### src/hw/rtl/cfte_pkg.sv
// ----------------------------------------------------------------------------
// cfte_pkg
// Shared widths, constants, types and the arctangent table of the cube face
// to equirectangular coordinate unit.
// ----------------------------------------------------------------------------
package cfte_pkg;

    localparam int IDX_W            = 12;
    localparam int FACE_SIZE_W      = 13;
    localparam int SRC_SIZE_W       = 15;
    localparam int YAW_W            = 18;
    localparam int OUT_W            = 22;
    localparam int CFG_INDEX_W      = 3;
    localparam int CFG_DATA_W       = 18;

    localparam int MAX_FACE_SIZE    = 4096;
    localparam int MAX_SOURCE_SIZE  = 16384;
    localparam int RESULT_FRAC_BITS = 8;
    localparam int CORDIC_STEPS     = 16;
    localparam int TABLE_LEN        = 24;
    localparam int CORDIC_RUN       = (CORDIC_STEPS > TABLE_LEN) ? TABLE_LEN : CORDIC_STEPS;

    localparam int FSIZE_W          = $clog2(MAX_FACE_SIZE + 1);
    localparam int SM1_W            = $clog2(MAX_SOURCE_SIZE);

    // Q2.16 plane and angle values
    localparam int Q16_FRAC         = 16;
    localparam int Q16_ONE          = 65536;
    localparam int PLANE_W          = 18;
    localparam int T_MAX            = 131071;
    localparam int SIN45_Q16        = 46341;

    // face index divider
    localparam int QUOT_W           = IDX_W + Q16_FRAC + 1;
    localparam int DIV_BPS          = 4;
    localparam int DIV_STAGES       = (QUOT_W + DIV_BPS - 1) / DIV_BPS;
    localparam int DIV_NUM_W        = DIV_STAGES * DIV_BPS;
    localparam int QUOT_SAT         = T_MAX + Q16_ONE;

    // square root
    localparam int SQ_W             = 2 * PLANE_W - 1;
    localparam int RAD_W            = 2 * PLANE_W;
    localparam int ROOT_W           = RAD_W / 2;
    localparam int SQ_REM_W         = ROOT_W + 2;

    // cordic
    localparam int CORD_IN_W        = PLANE_W + 1;
    localparam int CORD_PRE_SHIFT   = 8;
    localparam int CORD_W           = CORD_IN_W + CORD_PRE_SHIFT + 2;
    localparam int Z_W              = 18;

    // wrap and scale
    localparam int WRAP_W           = 21;
    localparam int ANG_W            = 18;
    localparam int PROD_W           = ANG_W + SM1_W;
    localparam int OUT_MAX          = 4194303;

    localparam int QUEUE_DEPTH      = 4;
    localparam int QPTR_W           = $clog2(QUEUE_DEPTH);

    localparam logic [1:0] FACE_SIDE   = 2'd0;
    localparam logic [1:0] FACE_BOTTOM = 2'd1;
    localparam logic [1:0] FACE_TOP    = 2'd2;

    localparam logic [CFG_INDEX_W-1:0] CFG_FACE_KIND     = 3'd0;
    localparam logic [CFG_INDEX_W-1:0] CFG_FACE_YAW      = 3'd1;
    localparam logic [CFG_INDEX_W-1:0] CFG_FACE_WIDTH    = 3'd2;
    localparam logic [CFG_INDEX_W-1:0] CFG_FACE_HEIGHT   = 3'd3;
    localparam logic [CFG_INDEX_W-1:0] CFG_SOURCE_WIDTH  = 3'd4;
    localparam logic [CFG_INDEX_W-1:0] CFG_SOURCE_HEIGHT = 3'd5;

    typedef struct packed {
        logic [1:0]               face_kind;
        logic signed [YAW_W-1:0]  yaw;
        logic [FSIZE_W-1:0]       face_w;
        logic [FSIZE_W-1:0]       face_h;
        logic [SM1_W-1:0]         src_w_m1;
        logic [SM1_W-1:0]         src_h_m1;
    } cfte_cfg_t;

    typedef struct packed {
        logic signed [PLANE_W-1:0] nx;
        logic signed [PLANE_W-1:0] ny;
    } plane_pair_t;

    // atan(2^-i) in Q16 units of pi
    function automatic logic [Z_W-1:0] arc_angle(input int i);
        logic [Z_W-1:0] r;
        case (i)
            0:       r = 18'd16384;
            1:       r = 18'd9672;
            2:       r = 18'd5110;
            3:       r = 18'd2594;
            4:       r = 18'd1302;
            5:       r = 18'd652;
            6:       r = 18'd326;
            7:       r = 18'd163;
            8:       r = 18'd81;
            9:       r = 18'd41;
            10:      r = 18'd20;
            11:      r = 18'd10;
            12:      r = 18'd5;
            13:      r = 18'd3;
            14:      r = 18'd1;
            15:      r = 18'd1;
            default: r = 18'd0;
        endcase
        return r;
    endfunction

endpackage

### src/hw/rtl/cfte_front.sv
// ----------------------------------------------------------------------------
// cfte_front
// Takes face pixel beats, divides row and column by the face size in a
// pipelined divider and forms the Q2.16 plane values nx and ny.
// ----------------------------------------------------------------------------
module cfte_front
    import cfte_pkg::*;
(
    input  logic               aclk,
    input  logic               aresetn,
    input  cfte_cfg_t          cfg,
    input  logic               s_valid,
    output logic               s_ready,
    input  logic [IDX_W-1:0]   s_col_index,
    input  logic [IDX_W-1:0]   s_row_index,
    output logic               out_valid,
    input  logic               out_ready,
    output plane_pair_t        out_plane
);

    localparam int FL = DIV_STAGES + 4;
    localparam int MUL_W = 2 * PLANE_W;
    localparam logic signed [PLANE_W-1:0] SIN45_S = PLANE_W'(SIN45_Q16);
    localparam logic signed [MUL_W-1:0] ROUND_S = MUL_W'(Q16_ONE / 2);

    typedef struct packed {
        logic [DIV_NUM_W-1:0] num;
        logic [FSIZE_W-1:0]   rem;
        logic [DIV_NUM_W-1:0] quo;
    } div_state_t;

    function automatic div_state_t div_stage(input div_state_t s, input logic [FSIZE_W-1:0] d);
        div_state_t     r;
        logic [FSIZE_W:0] trial;
        r = s;
        for (int k = 0; k < DIV_BPS; k++) begin
            trial = {r.rem, r.num[DIV_NUM_W-1]};
            r.num = {r.num[DIV_NUM_W-2:0], 1'b0};
            if (trial >= {1'b0, d}) begin
                r.rem = FSIZE_W'(trial - {1'b0, d});
                r.quo = {r.quo[DIV_NUM_W-2:0], 1'b1};
            end else begin
                r.rem = trial[FSIZE_W-1:0];
                r.quo = {r.quo[DIV_NUM_W-2:0], 1'b0};
            end
        end
        return r;
    endfunction

    function automatic logic signed [PLANE_W-1:0] sat_t(input logic [DIV_NUM_W-1:0] q);
        logic signed [PLANE_W-1:0] r;
        if (q > DIV_NUM_W'(QUOT_SAT)) begin
            r = PLANE_W'(T_MAX);
        end else begin
            r = PLANE_W'(q[PLANE_W-1:0] - PLANE_W'(Q16_ONE));
        end
        return r;
    endfunction

    function automatic logic signed [PLANE_W-1:0] round_plane(input logic signed [MUL_W-1:0] p);
        logic signed [MUL_W-1:0] s;
        s = (p + ROUND_S) >>> Q16_FRAC;
        return s[PLANE_W-1:0];
    endfunction

    div_state_t                 row_div_reg [0:DIV_STAGES];
    div_state_t                 col_div_reg [0:DIV_STAGES];
    logic [FL-1:0]              valid_reg;
    logic signed [PLANE_W-1:0]  row_t_reg, col_t_reg;
    logic signed [MUL_W-1:0]    row_prod_reg, col_prod_reg;
    plane_pair_t                plane_reg;
    logic                       fadv;

    assign fadv      = !valid_reg[FL-1] || out_ready;
    assign s_ready   = fadv;
    assign out_valid = valid_reg[FL-1];
    assign out_plane = plane_reg;

    always_ff @(posedge aclk) begin
        if (!aresetn) begin
            valid_reg <= '0;
        end else if (fadv) begin
            valid_reg <= {valid_reg[FL-2:0], s_valid};
        end
    end

    always_ff @(posedge aclk) begin
        if (fadv) begin
            row_div_reg[0].num <= DIV_NUM_W'({s_row_index, {(Q16_FRAC + 1){1'b0}}});
            row_div_reg[0].rem <= '0;
            row_div_reg[0].quo <= '0;
            col_div_reg[0].num <= DIV_NUM_W'({s_col_index, {(Q16_FRAC + 1){1'b0}}});
            col_div_reg[0].rem <= '0;
            col_div_reg[0].quo <= '0;
            for (int i = 0; i < DIV_STAGES; i++) begin
                row_div_reg[i+1] <= div_stage(row_div_reg[i], cfg.face_h);
                col_div_reg[i+1] <= div_stage(col_div_reg[i], cfg.face_w);
            end
            row_t_reg    <= sat_t(row_div_reg[DIV_STAGES].quo);
            col_t_reg    <= sat_t(col_div_reg[DIV_STAGES].quo);
            row_prod_reg <= row_t_reg * SIN45_S;
            col_prod_reg <= col_t_reg * SIN45_S;
            plane_reg.nx <= round_plane(row_prod_reg);
            plane_reg.ny <= round_plane(col_prod_reg);
        end
    end

endmodule

### config.mk
export PLATFORM = sky130hd
export DESIGN_NAME = cfte_front
export DESIGN_NICKNAME = d
export VERILOG_FILES = /design/src/hw/rtl/cfte_pkg.sv /design/src/hw/rtl/cfte_front.sv
export SDC_FILE = /design/constraint.sdc
export NUM_CORES = 2
export LEC_CHECK = 0
export ABC_AREA = 1
export BUFFER_PORTS_ARGS = -buffer_cell sky130_fd_sc_hd__clkbuf_2
export CAP_MARGIN = 20
export CORE_AREA = 2 2 430 432
export CTS_CLUSTER_DIAMETER = 30
export DETAILED_ROUTE_END_ITERATION = 10
export DIE_AREA = 0 0 432 434
export PLACE_DENSITY = 0.67
export RECOVER_POWER = 25
export SYNTH_ARGS = -nofsm -noshare
export SYNTH_HDL_FRONTEND = slang
export SYNTH_SLANG_ARGS = --single-unit
### constraint.sdc
create_clock -name aclk -period 25.4 [get_ports aclk]
set_input_delay 1.27 -clock aclk [delete_from_list [all_inputs] [get_ports aclk]]
set_output_delay 1.27 -clock aclk [all_outputs]
set_load 0.03 [all_outputs]
### Word-level counts from Yosys, hierarchy flattened

Memory sizes are Yosys's and may differ from the RTL's.
Cells that the tools add are included.
Widths: inputs -> output; s select.

| storage, ports and cells | value |
|---|---|
| output and inout bits | 38 |
| memory bits (read-only) | 0 |
| memories | 2 |
| bits in latches | 0 |
| input bits | 102 |
| flip-flop bits (word level) | 152 |
| RAM bits | 1314 |
| word-level logic and storage cells | 277 |

| operators by class | value |
|---|---|
| reduce and logical (&&, ||, !) cells | 2 |
| shift operators | 0 |
| div/mod/pow operators | 0 |
| $mul | 2 |
| multiplexer cells | 130 |
| magnitude comparators | 66 |
| add/sub/neg operators | 68 |
| equality and inequality tests | 0 |
| bitwise gates (word level) | 0 |

Memory list:

| name | words | width | rd ports | clocked after Yosys merged registers in | wr ports | line | text |
|---|---|---|---|---|---|---|---|
| col_div_reg | 9 | 73 | 9 | 0 | 9 | cfte_front.sv:67 | `div_state_t col_div_reg [0:DIV_STAGES];` |
| row_div_reg | 9 | 73 | 9 | 0 | 9 | cfte_front.sv:66 | `div_state_t row_div_reg [0:DIV_STAGES];` |

Operators with widths:

| kind | count |
|---|---|
| $mux 45 | 128 |
| $ge 14x13->1 | 64 |
| $sub 13x13->13 | 64 |
| $add 34x17->34 const B | 2 |
| $mul 18x17->34 const B | 2 |
| $gt 32x18->1 const B | 2 |
| $sub 18x17->18 const B | 2 |
| $mux 1 | 2 |
| $logic_not 1->1 | 1 |
| $logic_or 1x1->1 | 1 |

### Depth between registers and ports, before layout

An unclocked memory read counts as a cell.

| logic depth | value |
|---|---|
| depth in word-level cells | 13 |
| mapped depth | 60 |
| depth with buffers taken out | 55 |

### Worst setup path before layout

Ideal clock, no wire load.

| timing path | value |
|---|---|
| path kind | input-to-reg |
| start point | input out_ready |
| end point | memory col_div_reg[0][105] (netlist name), enable pin |
| buffers on the path | 1 |
| path slack | 4.869 ns |
| data required time | 24.120 ns |
| stages | 3 |
| arrival time | 19.251 ns |
| path through | nor2_1 > inv_1 > clkbuf_1 |

RTL lines:

| element | line | text |
|---|---|---|
| start, declared | cfte_front.sv:17 | `input logic out_ready,` |
| end, declared | cfte_front.sv:67 |  |

==> flow_metrics.tcl <==
set metrics [dict create \
    status "complete, but fails checks" \
    violations "capacitance limit, slew limit" \
    cp-start-kind "input pin" \
    start_util_pct 40.88 \
    slowest_delay_ns 0.52 \
    synthTopCellsByCount "2374 x nand2_1, 1060 x ha_1, 1054 x inv_1, 716 x a21oi_1, 646 x edfxtp_1" \
    clk_latency_ns 0.80 \
    grt_max_degree 159 \
    syn_area_mm2 0.07461 \
    period_share_pct 43.20 \
    htree_levels 4 \
    startpoint "cfg[29]" \
    ys_seq_elements 658 \
    antenna_left 0 \
    yosys.cell_types.count 67 \
    grtUsageTotal_pct 19.95 \
    drc 0 \
    rsz0062_at_grt "false" \
    vias 64079 \
    fmaxAchievable_mhz 91.14 \
    cts_sinks 658 \
    ctsLongestPathBuffers 3 \
    r2r-start "row_div_reg[0][145]" \
    timing.setup.tns_ns 0 \
    hold_path_class "reg2reg" \
    ys_seq_area_share_pct 26.32 \
    slowest_stage "fa_1" \
    cts-buffers-inserted 167 \
    regArea_mm2 0.01964 \
    grt_pass1_vias 62144 \
    dieArea_mm2 0.1875 \
    hp-start "col_div_reg[0][228]" \
    area_growth_pct 11.87 \
    routed_via_density 5.255 \
    place_hpwl_mm 143.6 \
    cp.required_ns 26.06 \
    yosys_warnings 0 \
    drive_gt1_share_pct 7.808 \
    synthTopCellsByArea "edfxtp_1 26%, ha_1 18%, nand2_1 12%" \
    finalSetupViolCount 0 \
    grt_pass1_wl_mm 307.9 \
    cts-hold-fix-buffers 0 \
    antenna_found_initial 1 \
    post-synth-top-area-cell "edfxtp_1" \
    cts-resized-gates 0 \
    tightest_slew_ns 4.510 \
    die_w_um 432 \
    pin_count 140 \
    end_kind "register" \
    core_area_mm2 0.1825 \
    multi_input_area_mm2 0.04999 \
    path_class "in2reg" \
    fillers 17716 \
    synth_area_per_cell_um2 7.885 \
    path_max_fanout 19 \
    routedWlPerCell_um 15.50 \
    relSlewSlack_pct -202.3 \
    synth_top_area_share_pct 26.00 \
    n_antenna_cell 0 \
    routed_wl_mm 189.0 \
    overflow 0 \
    cts_tree "yes" \
    drv_cap 1 \
    die_y_um 434 \
    ys.flop_type "edfxtp_1" \
    cp_common_cell "nand2_1" \
    synth_edf_count 646 \
    cts_root_buffer "clkbuf_16" \
    synth_most_common_cell "nand2_1" \
    fin_skew_ns 0.03464 \
    layout_min_cycle_time_ns 10.97 \
    io_buffers 91 \
    firstDrtPassIters 6 \
    fin_nets 11044 \
    cts.reportedPaths.clkPinSlew_ns 0.04 \
    drv_slew 100 \
    cp.arrival_ns 11.64 \
    syn-instance-count 9462 \
    postCtsSetupBuffers 0 \
    drtIter0Drc 4235 \
    finalHoldViolCount 0 \
    async_flop_share_pct 0 \
    num_rows 157 \
    gp_congestion 0.9170 \
]
## worst paths after layout
| path | end | slack (ns) | cells after the start |
|---|---|---|---|
| max | row_div_reg[0][189] | 14.43 | 47 |
| min | col_div_reg[0][305] | 0.40 | 0 |
| max reg2reg | row_div_reg[0][189] | 15.45 | 45 |
| min reg2reg | col_div_reg[0][305] | 0.40 | 0 |
## critical path, delay by kind of cell
kind | cells | cell delay, ns
compound gates | 14 | 3.63
simple gates | 20 | 2.98
buf+inv | 9 | 1.97
fa+ha+maj | 4 | 1.68
## routing by layer
layer / share of wire [%] / GRT usage (%) / wire length (µm)
met1: 47 / 26.53 / 88530
met2: 46 / 33.25 / 86000
met3: 4.9 / 2.846 / 9165
met4: 2.8 / 6.500 / 5271
met5: 0 / 0 / 0
## cell type report
class / count / area share [%]
multi-input cells: 7590 / 59.89
flip-flops and latches: 658 / 23.53
clock buffers: 181 / 5.121
inverters: 1098 / 4.957
well taps: 2385 / 3.575
clock inverters: 128 / 1.796
repair buffers: 155 / 1.136
## kinds of logic after synthesis
group / share of synthesized area (%)
flip-flops: 26.32
other: 0.005026
AND/OR/NAND/NOR: 22.23
XOR/XNOR: 8.018
adder cells (fa/ha/maj): 23.46
AO/OA/AOI/OAI: 13.23
buffers and inverters: 6.725
## cells in the final DEF, fill, tap and decap left out, types with 20 or more instances in the layout
cell,n
clkinv_1,33
nor2_2,30
ha_1,1060
bufinv_16,25
nor2_1,599
nand3_1,445
clkbuf_1,20
edfxtp_1,646
a21oi_2,22
o2111ai_1,28
xor2_1,442
o21bai_1,49
o21ai_2,56
nand2_2,33
clkbuf_2,82
a211oi_1,29
xnor2_1,241
nand2_1,2374
inv_2,59
a21o_1,63
nor3_1,96
clkbuf_16,169
nand4_1,105
fa_1,212
o21ai_1,121
or2_2,65
buf_4,61
a21oi_1,716
nand3_2,35
inv_1,1029
clkinv_2,27
a31oi_1,61
o21ai_0,505
## stage by stage
stage	std cells	setup WS, ns	area, µm²	hold slack (ns)	utilization, %
after CTS	12194	14.61	83480	0.4057	45.75
after detailed placement	11885	13.85	77710	0.4045	42.58
final	12195	14.43	83470	0.3958	45.74
after floorplan	9471	4.869	74640	0.4003	-
after global routing	12195	13.69	83470	0.4124	45.74
after global placement	11885	13.97	77710	0.4005	42.58
Power is not shown: default switching activity piles up to over one toggle a cycle in this logic, so the estimate is an artifact.
