==> config.mk <==
export PLATFORM = sky130hd
export DESIGN_NAME = cfte_queue
export DESIGN_NICKNAME = d
export VERILOG_FILES = /design/src/hw/rtl/cfte_pkg.sv /design/src/hw/rtl/cfte_queue.sv
export SDC_FILE = /design/constraint.sdc
export NUM_CORES = 1
export LEC_CHECK = 0
export ABC_AREA = 0
export BUFFER_PORTS_ARGS = -buffer_cell sky130_fd_sc_hd__buf_2
export CORE_MARGIN = 2
export CORE_UTILIZATION = 60
export DETAILED_ROUTE_END_ITERATION = 6
export PLACE_DENSITY_LB_ADDON = 0.25
export SLEW_MARGIN = 25
export SYNTH_ARGS = -nofsm -noshare
export SYNTH_HDL_FRONTEND = slang
export SYNTH_SLANG_ARGS = --single-unit
==> constraint.sdc <==
create_clock -name aclk -period 6.45 [get_ports aclk]
set_input_delay 0 -clock aclk [delete_from_list [all_inputs] [get_ports aclk]]
set_output_delay 0 -clock aclk [all_outputs]
set_load 0.01 [all_outputs]
==> src/hw/rtl/cfte_pkg.sv <==
// ----------------------------------------------------------------------------
// cfte_pkg
// Shared widths, constants, types and the arctangent table of the cube face
// to equirectangular coordinate unit.
// ----------------------------------------------------------------------------
package cfte_pkg;

    localparam int IDX_W            = 12;
    localparam int FACE_SIZE_W      = 13;
    localparam int SRC_SIZE_W       = 15;
    localparam int YAW_W            = 18;
    localparam int OUT_W            = 22;
    localparam int CFG_INDEX_W      = 3;
    localparam int CFG_DATA_W       = 18;

    localparam int MAX_FACE_SIZE    = 4096;
    localparam int MAX_SOURCE_SIZE  = 16384;
    localparam int RESULT_FRAC_BITS = 8;
    localparam int CORDIC_STEPS     = 16;
    localparam int TABLE_LEN        = 24;
    localparam int CORDIC_RUN       = (CORDIC_STEPS > TABLE_LEN) ? TABLE_LEN : CORDIC_STEPS;

    localparam int FSIZE_W          = $clog2(MAX_FACE_SIZE + 1);
    localparam int SM1_W            = $clog2(MAX_SOURCE_SIZE);

    // Q2.16 plane and angle values
    localparam int Q16_FRAC         = 16;
    localparam int Q16_ONE          = 65536;
    localparam int PLANE_W          = 18;
    localparam int T_MAX            = 131071;
    localparam int SIN45_Q16        = 46341;

    // face index divider
    localparam int QUOT_W           = IDX_W + Q16_FRAC + 1;
    localparam int DIV_BPS          = 4;
    localparam int DIV_STAGES       = (QUOT_W + DIV_BPS - 1) / DIV_BPS;
    localparam int DIV_NUM_W        = DIV_STAGES * DIV_BPS;
    localparam int QUOT_SAT         = T_MAX + Q16_ONE;

    // square root
    localparam int SQ_W             = 2 * PLANE_W - 1;
    localparam int RAD_W            = 2 * PLANE_W;
    localparam int ROOT_W           = RAD_W / 2;
    localparam int SQ_REM_W         = ROOT_W + 2;

    // cordic
    localparam int CORD_IN_W        = PLANE_W + 1;
    localparam int CORD_PRE_SHIFT   = 8;
    localparam int CORD_W           = CORD_IN_W + CORD_PRE_SHIFT + 2;
    localparam int Z_W              = 18;

    // wrap and scale
    localparam int WRAP_W           = 21;
    localparam int ANG_W            = 18;
    localparam int PROD_W           = ANG_W + SM1_W;
    localparam int OUT_MAX          = 4194303;

    localparam int QUEUE_DEPTH      = 4;
    localparam int QPTR_W           = $clog2(QUEUE_DEPTH);

    localparam logic [1:0] FACE_SIDE   = 2'd0;
    localparam logic [1:0] FACE_BOTTOM = 2'd1;
    localparam logic [1:0] FACE_TOP    = 2'd2;

    localparam logic [CFG_INDEX_W-1:0] CFG_FACE_KIND     = 3'd0;
    localparam logic [CFG_INDEX_W-1:0] CFG_FACE_YAW      = 3'd1;
    localparam logic [CFG_INDEX_W-1:0] CFG_FACE_WIDTH    = 3'd2;
    localparam logic [CFG_INDEX_W-1:0] CFG_FACE_HEIGHT   = 3'd3;
    localparam logic [CFG_INDEX_W-1:0] CFG_SOURCE_WIDTH  = 3'd4;
    localparam logic [CFG_INDEX_W-1:0] CFG_SOURCE_HEIGHT = 3'd5;

    typedef struct packed {
        logic [1:0]               face_kind;
        logic signed [YAW_W-1:0]  yaw;
        logic [FSIZE_W-1:0]       face_w;
        logic [FSIZE_W-1:0]       face_h;
        logic [SM1_W-1:0]         src_w_m1;
        logic [SM1_W-1:0]         src_h_m1;
    } cfte_cfg_t;

    typedef struct packed {
        logic signed [PLANE_W-1:0] nx;
        logic signed [PLANE_W-1:0] ny;
    } plane_pair_t;

    // atan(2^-i) in Q16 units of pi
    function automatic logic [Z_W-1:0] arc_angle(input int i);
        logic [Z_W-1:0] r;
        case (i)
            0:       r = 18'd16384;
            1:       r = 18'd9672;
            2:       r = 18'd5110;
            3:       r = 18'd2594;
            4:       r = 18'd1302;
            5:       r = 18'd652;
            6:       r = 18'd326;
            7:       r = 18'd163;
            8:       r = 18'd81;
            9:       r = 18'd41;
            10:      r = 18'd20;
            11:      r = 18'd10;
            12:      r = 18'd5;
            13:      r = 18'd3;
            14:      r = 18'd1;
            15:      r = 18'd1;
            default: r = 18'd0;
        endcase
        return r;
    endfunction

endpackage

==> src/hw/rtl/cfte_queue.sv <==
// ----------------------------------------------------------------------------
// cfte_queue
// Short queue of plane value pairs between the front and the back.
// ----------------------------------------------------------------------------
module cfte_queue
    import cfte_pkg::*;
(
    input  logic        aclk,
    input  logic        aresetn,
    input  logic        in_valid,
    output logic        in_ready,
    input  plane_pair_t in_data,
    output logic        out_valid,
    input  logic        out_ready,
    output plane_pair_t out_data
);

    plane_pair_t          mem_reg [0:QUEUE_DEPTH-1];
    logic [QPTR_W-1:0]    wr_ptr_reg, rd_ptr_reg;
    logic [QPTR_W:0]      count_reg;
    logic                 push, pop;

    assign in_ready  = count_reg != (QPTR_W + 1)'(QUEUE_DEPTH);
    assign out_valid = count_reg != '0;
    assign out_data  = mem_reg[rd_ptr_reg];
    assign push      = in_valid && in_ready;
    assign pop       = out_valid && out_ready;

    always_ff @(posedge aclk) begin
        if (push) begin
            mem_reg[wr_ptr_reg] <= in_data;
        end
    end

    always_ff @(posedge aclk) begin
        if (!aresetn) begin
            wr_ptr_reg <= '0;
            rd_ptr_reg <= '0;
            count_reg  <= '0;
        end else begin
            if (push) begin
                wr_ptr_reg <= wr_ptr_reg + 1'b1;
            end
            if (pop) begin
                rd_ptr_reg <= rd_ptr_reg + 1'b1;
            end
            if (push && !pop) begin
                count_reg <= count_reg + 1'b1;
            end else if (pop && !push) begin
                count_reg <= count_reg - 1'b1;
            end
        end
    end

    a_count_bound: assert property (@(posedge aclk) disable iff (!aresetn)
        count_reg <= (QPTR_W + 1)'(QUEUE_DEPTH))
        else $error("queue count above depth");

    a_ptr_count: assert property (@(posedge aclk) disable iff (!aresetn)
        (wr_ptr_reg - rd_ptr_reg) == count_reg[QPTR_W-1:0])
        else $error("queue pointers disagree with count");

    a_push_only: assert property (@(posedge aclk) disable iff (!aresetn)
        (push && !pop) |=> count_reg == $past(count_reg) + 1'b1)
        else $error("queue count missed a push");

    a_pop_only: assert property (@(posedge aclk) disable iff (!aresetn)
        (pop && !push) |=> count_reg == $past(count_reg) - 1'b1)
        else $error("queue count missed a pop");

endmodule

# ---- Yosys cells after proc, flatten, opt, wreduce, memory -nomap -nowiden
# Memories as Yosys holds them, arrays and structs flattened. A register that Yosys moved wholly into a read port is not among the register bits.
# Index checks and enable logic that the tools add are counted.
dict set report totals {
  mem_count 1
  ram_bits 144
  elab_cells 23
  ff_bits 7
  in_bits 40
}
dict set report classes {
  n_reduce_logical 8
  add_sub_neg 4
  n_eq_ne 1
  n_mux 6
}
# memory depth width rd rd_clocked_by_memory_dff wr line
set memory_table {}
lappend memory_table {mem_reg 4 36 1 1 1 cfte_queue.sv:18} ;# plane_pair_t mem_reg [0:QUEUE_DEPTH-1];
# op count
set ops {}
lappend ops {{3-bit two-way mux} 2}
lappend ops {{2-bit by 1-bit adder with 2-bit output, second input constant} 2}
lappend ops {{1-bit logical AND} 4}
lappend ops {{2-bit two-way mux} 2}
lappend ops {{3-bit by 1-bit adder with 3-bit output, second input constant} 1}
lappend ops {{3-bit inequality test, second input constant} 1}
lappend ops {{3-bit nonzero test} 1}
lappend ops {{3-bit by 1-bit subtractor with 3-bit output, second input constant} 1}
lappend ops {{1-bit logical NOT} 2}
lappend ops {{1-bit two-way mux} 2}
lappend ops {{2-bit nonzero test} 1}

# ---- Depth between registers and ports, before layout
# Gate-level depths: netlist of the first run.
dict set report logic_depth {
  ltp_word 6
  ltp_mapped 8
  mapped_depth_nobuf 8
}

# ---- Worst setup path after synthesis of the first run
# OpenSTA, ideal clock, no wires.
dict set report synth_timing {
  kind {register -> register}
  startpoint {register count_reg[0]}
  endpoint {memory mem_reg[0][0] (netlist bit), enable pin}
  path_buffers 0
  setup_slack_ns 4.276
  arrival_ns 1.777
  synth_period_minus_slack_ns 2.174
  path_stages_with_launch 4
  setup_time_ns 0.397
  cell_sequence {dfxtp_1 nor2_1 a21boi_2 and2_1}
}
dict set report synth_between {
  elab_chain_len 4
}
# element line
set synth_rtl {}
lappend synth_rtl {{start: declaration} cfte_queue.sv:20} ;# logic [QPTR_W:0] count_reg;
lappend synth_rtl {{start signal: assignment} cfte_queue.sv:48} ;# count_reg <= count_reg + 1'b1;
lappend synth_rtl {{start signal: assignment} cfte_queue.sv:50} ;# count_reg <= count_reg - 1'b1;
lappend synth_rtl {{3-bit inequality test} cfte_queue.sv:23} ;# assign in_ready = count_reg != (QPTR_W + 1)'(QUEUE_DEPTH);
lappend synth_rtl {{1-bit logical AND} cfte_queue.sv:26} ;# assign push = in_valid && in_ready;
lappend synth_rtl {{via push} cfte_queue.sv:21} ;# logic push, pop;
lappend synth_rtl {{1-bit two-way mux} cfte_queue.sv:30} ;# if (push) begin
lappend synth_rtl {{1-bit two-way mux (implied by the code)} cfte_queue.sv:31} ;# mem_reg[wr_ptr_reg] <= in_data;
lappend synth_rtl {{end: declaration} cfte_queue.sv:18}
# The timed path passes the listed nets, and every way through them passes these cells.

==> impl_metrics.ini, run 1 <==
[detailed_routing]
dr_total_vias = 2732
wire_per_inst_um = 19.7
antenna_left = 0
first_iter_violations = 170
vias_per_cell = 5.41
routed_wl_um = 9950
drc = 0
drt_pass1_iterations = 4

[grt]
grt_pass1_vias = 2861
grt_usage_pct = 21.0
grt.overflow.total = 0
grt_pass1_wl_um = 15300
grt_max_degree = 37
antenna_found_initial = 0

[timing]
fmax_ghz = 0.408
rsz0062_at_grt = false
fin_worst_skew_ns = 0.0105
worst_slew_pin_slew_ns = 0.976
post-route-min-period_ns = 2.45
final.setup.tns_ns = 0
drv_slew = 0
min_period_over_period_pct = 38.0
hold_viol_final = 0
max_slew_margin_pct = 35.0
setup-violations-final = 0

[critical_path]
end_kind = primary output
cp_max_fo = 24
reg2reg_from = count_reg[0]
critPathRequiredTime_ns = 6.45
r2r_slack_ns = 4.12
path_class = reg -> out
ff2ff_path_depth = 8
critPathArrivalTime_ns = 2.45
r2r-end = count_reg[2]
cp-start-kind = flip-flop

[synthesis]
synthArstFlopShare_pct = 0
seq_area_frac_synth_pct = 78.4
post_synth.cell_area_avg_um2 = 24.3
synth-edff-count = 144
syn_nets = 282
synthCells = 236
synth-seq-cells = 153
ys_warn_count = 0
ys_top_cells_by_area = edfxtp_1 75%, mux4_2 12%, dfxtp_1 3.1%, mux4_1 2.7%, ha_1 1.1%
ys_types = 25
syn-cell-area_mm2 = 0.00574
synth-main-ff-cell = edfxtp_1
synth_top_area_cell = edfxtp_1
synth_top_area_share_pct = 75.3
yosysMostFrequentCell = edfxtp_1
synth_common_cells = 144 x edfxtp_1, 30 x mux4_2, 9 x dfxtp_1

[power]
netSwitchingFraction_pct = 26.9
p_per_area_mw_per_mm2 = 390
p_switching_mw = 0.751
ir_worst_vdd_v = 0.000238
p_int_mw = 2.04
p_leak_nw = 2.48
comb_power_share_pct = 21.0
clkPwrFrac_pct = 32.8
p_seq_share_pct = 46.2

[die]
core_mm2 = 0.00928
die_w_um = 102
initial_core_util_pct = 61.9
dieArea_mm2 = 0.0104
num_io_pins = 78
die_y_um = 102
fp-row-count = 35

[finish]
insertedDiodeCount = 0
multi_input_area_mm2 = 0.00114
drive_gt1_share_pct = 39.4
largest_reg_flops = 144
nets = 409
syn2layout_area_growth_pct = 24.6
final_core_util_pct = 77.1
stdcell_area_mm2 = 0.00716
fillers = 540
seq_area_mm2 = 0.00451

[hold_path]
min_from = in_data[23]
hp-class = in -> reg
hold_end = mem_reg[0][23]
min_path_cells = 2

[placed_design]
postPlaceCellArea_mm2 = 0.00621
place.gp.congestion = 0.711
io_buffers = 77

[clock_tree]
cts_root_buf = clkbuf_8
worstSkewPairLatency_ns = 0.52
clockBufferDepth = 2
cts.clk_slew.worst_paths_ns = 0.06
cts_tree = done
cts.repair.resized = 0
post_cts_buffers = 0
cts_max_level = 4
cts_buffers = 17
cts_sinks = 153

[outcome]
status = finished clean

[flow_run]
maxCapViolations = 0
## metal layers
layer | share of wire (%) | vias to the layer above | global-route usage (%)
met1 | 40 | 1366 | 26.7
li1 | - | 1246 | -
met4 | 1.1 | 0 | 7.90
met3 | 6.5 | 11 | 5.47
met2 | 52 | 109 | 35.3
met5 | 0 | - | 0
## critical path, cell delays in order, from the launching register on
cell and delay, ns:
dfxtp_2 0.60, buf_4 0.50, mux4_1 0.65, buf_2 0.16
## power by group through the flow
stage / clock, mW / combinational (mW) / sequential [mW]
floorplan: 0 / 0.453 / 1.26
CTS: 0.926 / 0.594 / 1.29
detailed placement: 0 / 0.569 / 1.31
global placement: 0 / 0.564 / 1.30
finish: 0.916 / 0.585 / 1.29
global route: 0.966 / 0.640 / 1.30
## final cells by class
class,count,share of cell area [%]
Clock buffer,17,5.79
Sequential cell,153,63.0
Timing Repair Buffer,117,10.9
Inverter,3,0.157
Clock inverter,15,1.99
Tap cell,129,2.25
Multi-Input combinational cell,71,15.9
## placed cells by master, fill, tap and decap left out, types with 3 or more instances in the layout
cell,instances
inv_1,3
and2_1,4
ha_1,5
mux2i_1,3
mux4_2,30
mux4_1,6
buf_2,77
edfxtp_1,144
xnor2_1,3
dfxtp_1,7
clkinv_4,3
clkbuf_16,16
clkinvlp_4,3
and2_2,4
dlygate4sd3_1,39
inv_6,5
nand2_1,5
## per-stage QoR
step	worst slack (ns)	instances	hold slack [ns]	total power [mW]
2_1_floorplan	4.28	236	0.0989	1.71
3_3_place_gp	4.24	434	0.212	1.86
3_5_place_dp	4.15	434	0.219	1.88
4_1_cts	3.88	505	0.212	2.81
5_1_grt	3.80	505	0.223	2.91
6_report	4.00	505	0.227	2.79
## what timing repair did
item | 4_1_cts | 5_1_grt
hold endpoints to repair | 153 | 0
endpoints found under the setup margin | 0 | 0
hold buffers | 39 | 0
## worst max path at each step
stage	from	endpoint	slack [ns]	cells after the start
6_report	flip-flop	out_data[31]	4.00	3
2_1_floorplan	count_reg[0]	mem_reg[0][0]	4.28	3
3_5_place_dp	count_reg[0]	count_reg[2]	4.15	8
5_1_grt	flip-flop	out_data[31]	3.80	3
3_3_place_gp	count_reg[0]	count_reg[2]	4.24	8
4_1_cts	flip-flop	out_data[31]	3.88	3
## logic make-up after synthesis
logic type               count (synthesis)  synth area share, %
flip-flops                             153                 78.4
adder cells (fa/ha/maj)                  6                 1.44
AND/OR/NAND/NOR                         17                 1.59
AO/OA/AOI/OAI                            5                 1.07
buffers and inverters                   12                 1.85
multiplexers                            39                 15.0
XOR/XNOR                                 4                0.610
Note: power is estimated with default switching activity, not from simulation.
==> inputs of run 2 (changes only) <==
--- a/config.mk
+++ b/config.mk
@@ -8,7 +8,7 @@
 export ABC_AREA = 0
 export BUFFER_PORTS_ARGS = -buffer_cell sky130_fd_sc_hd__buf_2
 export CORE_MARGIN = 2
-export CORE_UTILIZATION = 60
+export CORE_UTILIZATION = 57
 export DETAILED_ROUTE_END_ITERATION = 6
 export PLACE_DENSITY_LB_ADDON = 0.25
 export SLEW_MARGIN = 25
==> constraint.sdc (replaced) <==
create_clock -name aclk -period 2.55 [get_ports aclk]
set_input_delay 0 -clock aclk [delete_from_list [all_inputs] [get_ports aclk]]
set_output_delay 0 -clock aclk [all_outputs]
set_load 0.01 [all_outputs]
==> run 2 against run 1 <==
Sequential share of layout area fell by 1.7 points. Worst hold slack lost 0.0022 ns. Global-route usage is 1.8 points lower. Critical endpoint is now out_data[33]. Largest power group unchanged.
==> impl_metrics.ini, run 2 (same netlist as run 1, synthesis figures left out) <==
[critical_path]
path_class = reg -> out
critPathRequiredTime_ns = 2.55
cp_max_fo = 15
crit_chain = buf_12 > mux4_1 > buf_2
cp-start-kind = flip-flop
critPathArrivalTime_ns = 2.18
cp_slowest_stage_delay_ns = 0.67
critical_path.slowest_cell = dfxtp_2
path_delay_family = flip-flops
crit_buf_inv = 2
end_kind = primary output

[grt]
antenna_found_initial = 0
grt.overflow.total = 0
grt_pass1_vias = 2892
grt_usage_pct = 19.1
grt_max_degree = 25
grt_pass1_wl_um = 15300

[detailed_routing]
drc = 0
vias_per_cell = 5.30
routed_wl_um = 9800
drt_pass1_iterations = 4
antenna_left = 0
first_iter_violations = 182
dr_total_vias = 2763
wire_per_inst_um = 18.8

[clock_tree]
clockBufferDepth = 2
cts_max_level = 4
cts_buffers = 17
cts.clk_slew.worst_paths_ns = 0.07
cts.repair.resized = 0
cts_sinks = 153
post_cts_buffers = 0
cts_tree = done
worstSkewPairLatency_ns = 0.52
postCtsHoldBufs = 40
cts_root_buf = clkbuf_8

[power]
p_leak_nw = 2.58
ir_worst_vdd_v = 0.000662
p_per_area_mw_per_mm2 = 1000
total_power_mw = 7.40

[finish]
syn2layout_area_growth_pct = 28.2
insertedDiodeCount = 0
stdcell_area_mm2 = 0.00736
fillers = 540
largest_reg_flops = 144
drive_gt1_share_pct = 40.7
final_cell_mix = 144 x edfxtp_1, 77 x buf_2, 40 x dlygate4sd3_1
nets = 421
final_cells = 521
final_common_cell = edfxtp_1

[timing]
hold_viol_final = 0
max_slew_margin_pct = 64.1
drv_slew = 0
fmax_ghz = 0.460
final.setup.tns_ns = 0
setup-violations-final = 0
min_period_over_period_pct = 85.3
worst_slew_pin_slew_ns = 0.538
post-route-min-period_ns = 2.18
hold_slack_ns = 0.225
fin_worst_skew_ns = 0.0129
rsz0062_at_grt = false

[placed_design]
dp.cells = 449
io_buffers = 77
place.gp.congestion = 0.765
hpwl_um = 5750
postPlaceCellArea_mm2 = 0.00635

[die]
fp-row-count = 36
num_io_pins = 78
core_mm2 = 0.00977
dieArea_mm2 = 0.0109
die_w_um = 104
initial_core_util_pct = 58.8
die_y_um = 104

[flow_run]
maxCapViolations = 0

[outcome]
status = finished clean

[hold_path]
hp-class = in -> reg
run 2: cell type report:
class | instances | area (um^2) | share of cell area (%)
multi-input cells | 71 | 1140 | 15.5
repair buffers | 129 | 926 | 12.6
inverters | 3 | 11.3 | 0.153
well taps | 133 | 166 | 2.26
clock buffers | 19 | 422 | 5.73
clock inverters | 13 | 191 | 2.60
flip-flops and latches | 153 | 4510 | 61.2
run 2: path summary, 6_finish.rpt:
path	slack, ns	to	depth (start not counted)	from
max reg2reg	0.39	count_reg[2]	8	count_reg[0]
min	0.22	mem_reg[0][30]	2	in_data[30]
min reg2reg	0.51	wr_ptr_reg[1]	2	wr_ptr_reg[1]
max	0.37	out_data[33]	3	flip-flop
run 2: where the power goes:
part           switching (mW)  internal (mW)
clock                   0.963           1.60
sequential              0.181           3.06
combinational           0.733          0.862
run 2: per-stage QoR:
step | util [%] | worst slack [ns]
floorplan | - | 0.376
global placement | 65.0 | 0.489
detailed placement | 65.0 | 0.403
CTS | 75.3 | 0.305
global route | 75.3 | 0.201
finish | 75.3 | 0.374
run 2: layer usage:
layer,global-route usage (%),up-vias,wire [um],part of all wire (%)
li1,-,1268,-,-
met1,24.0,1396,4060,41
met2,31.9,86,5150,52
met3,5.08,13,451,4.6
met4,7.72,0,150,1.5
met5,0,-,0,0
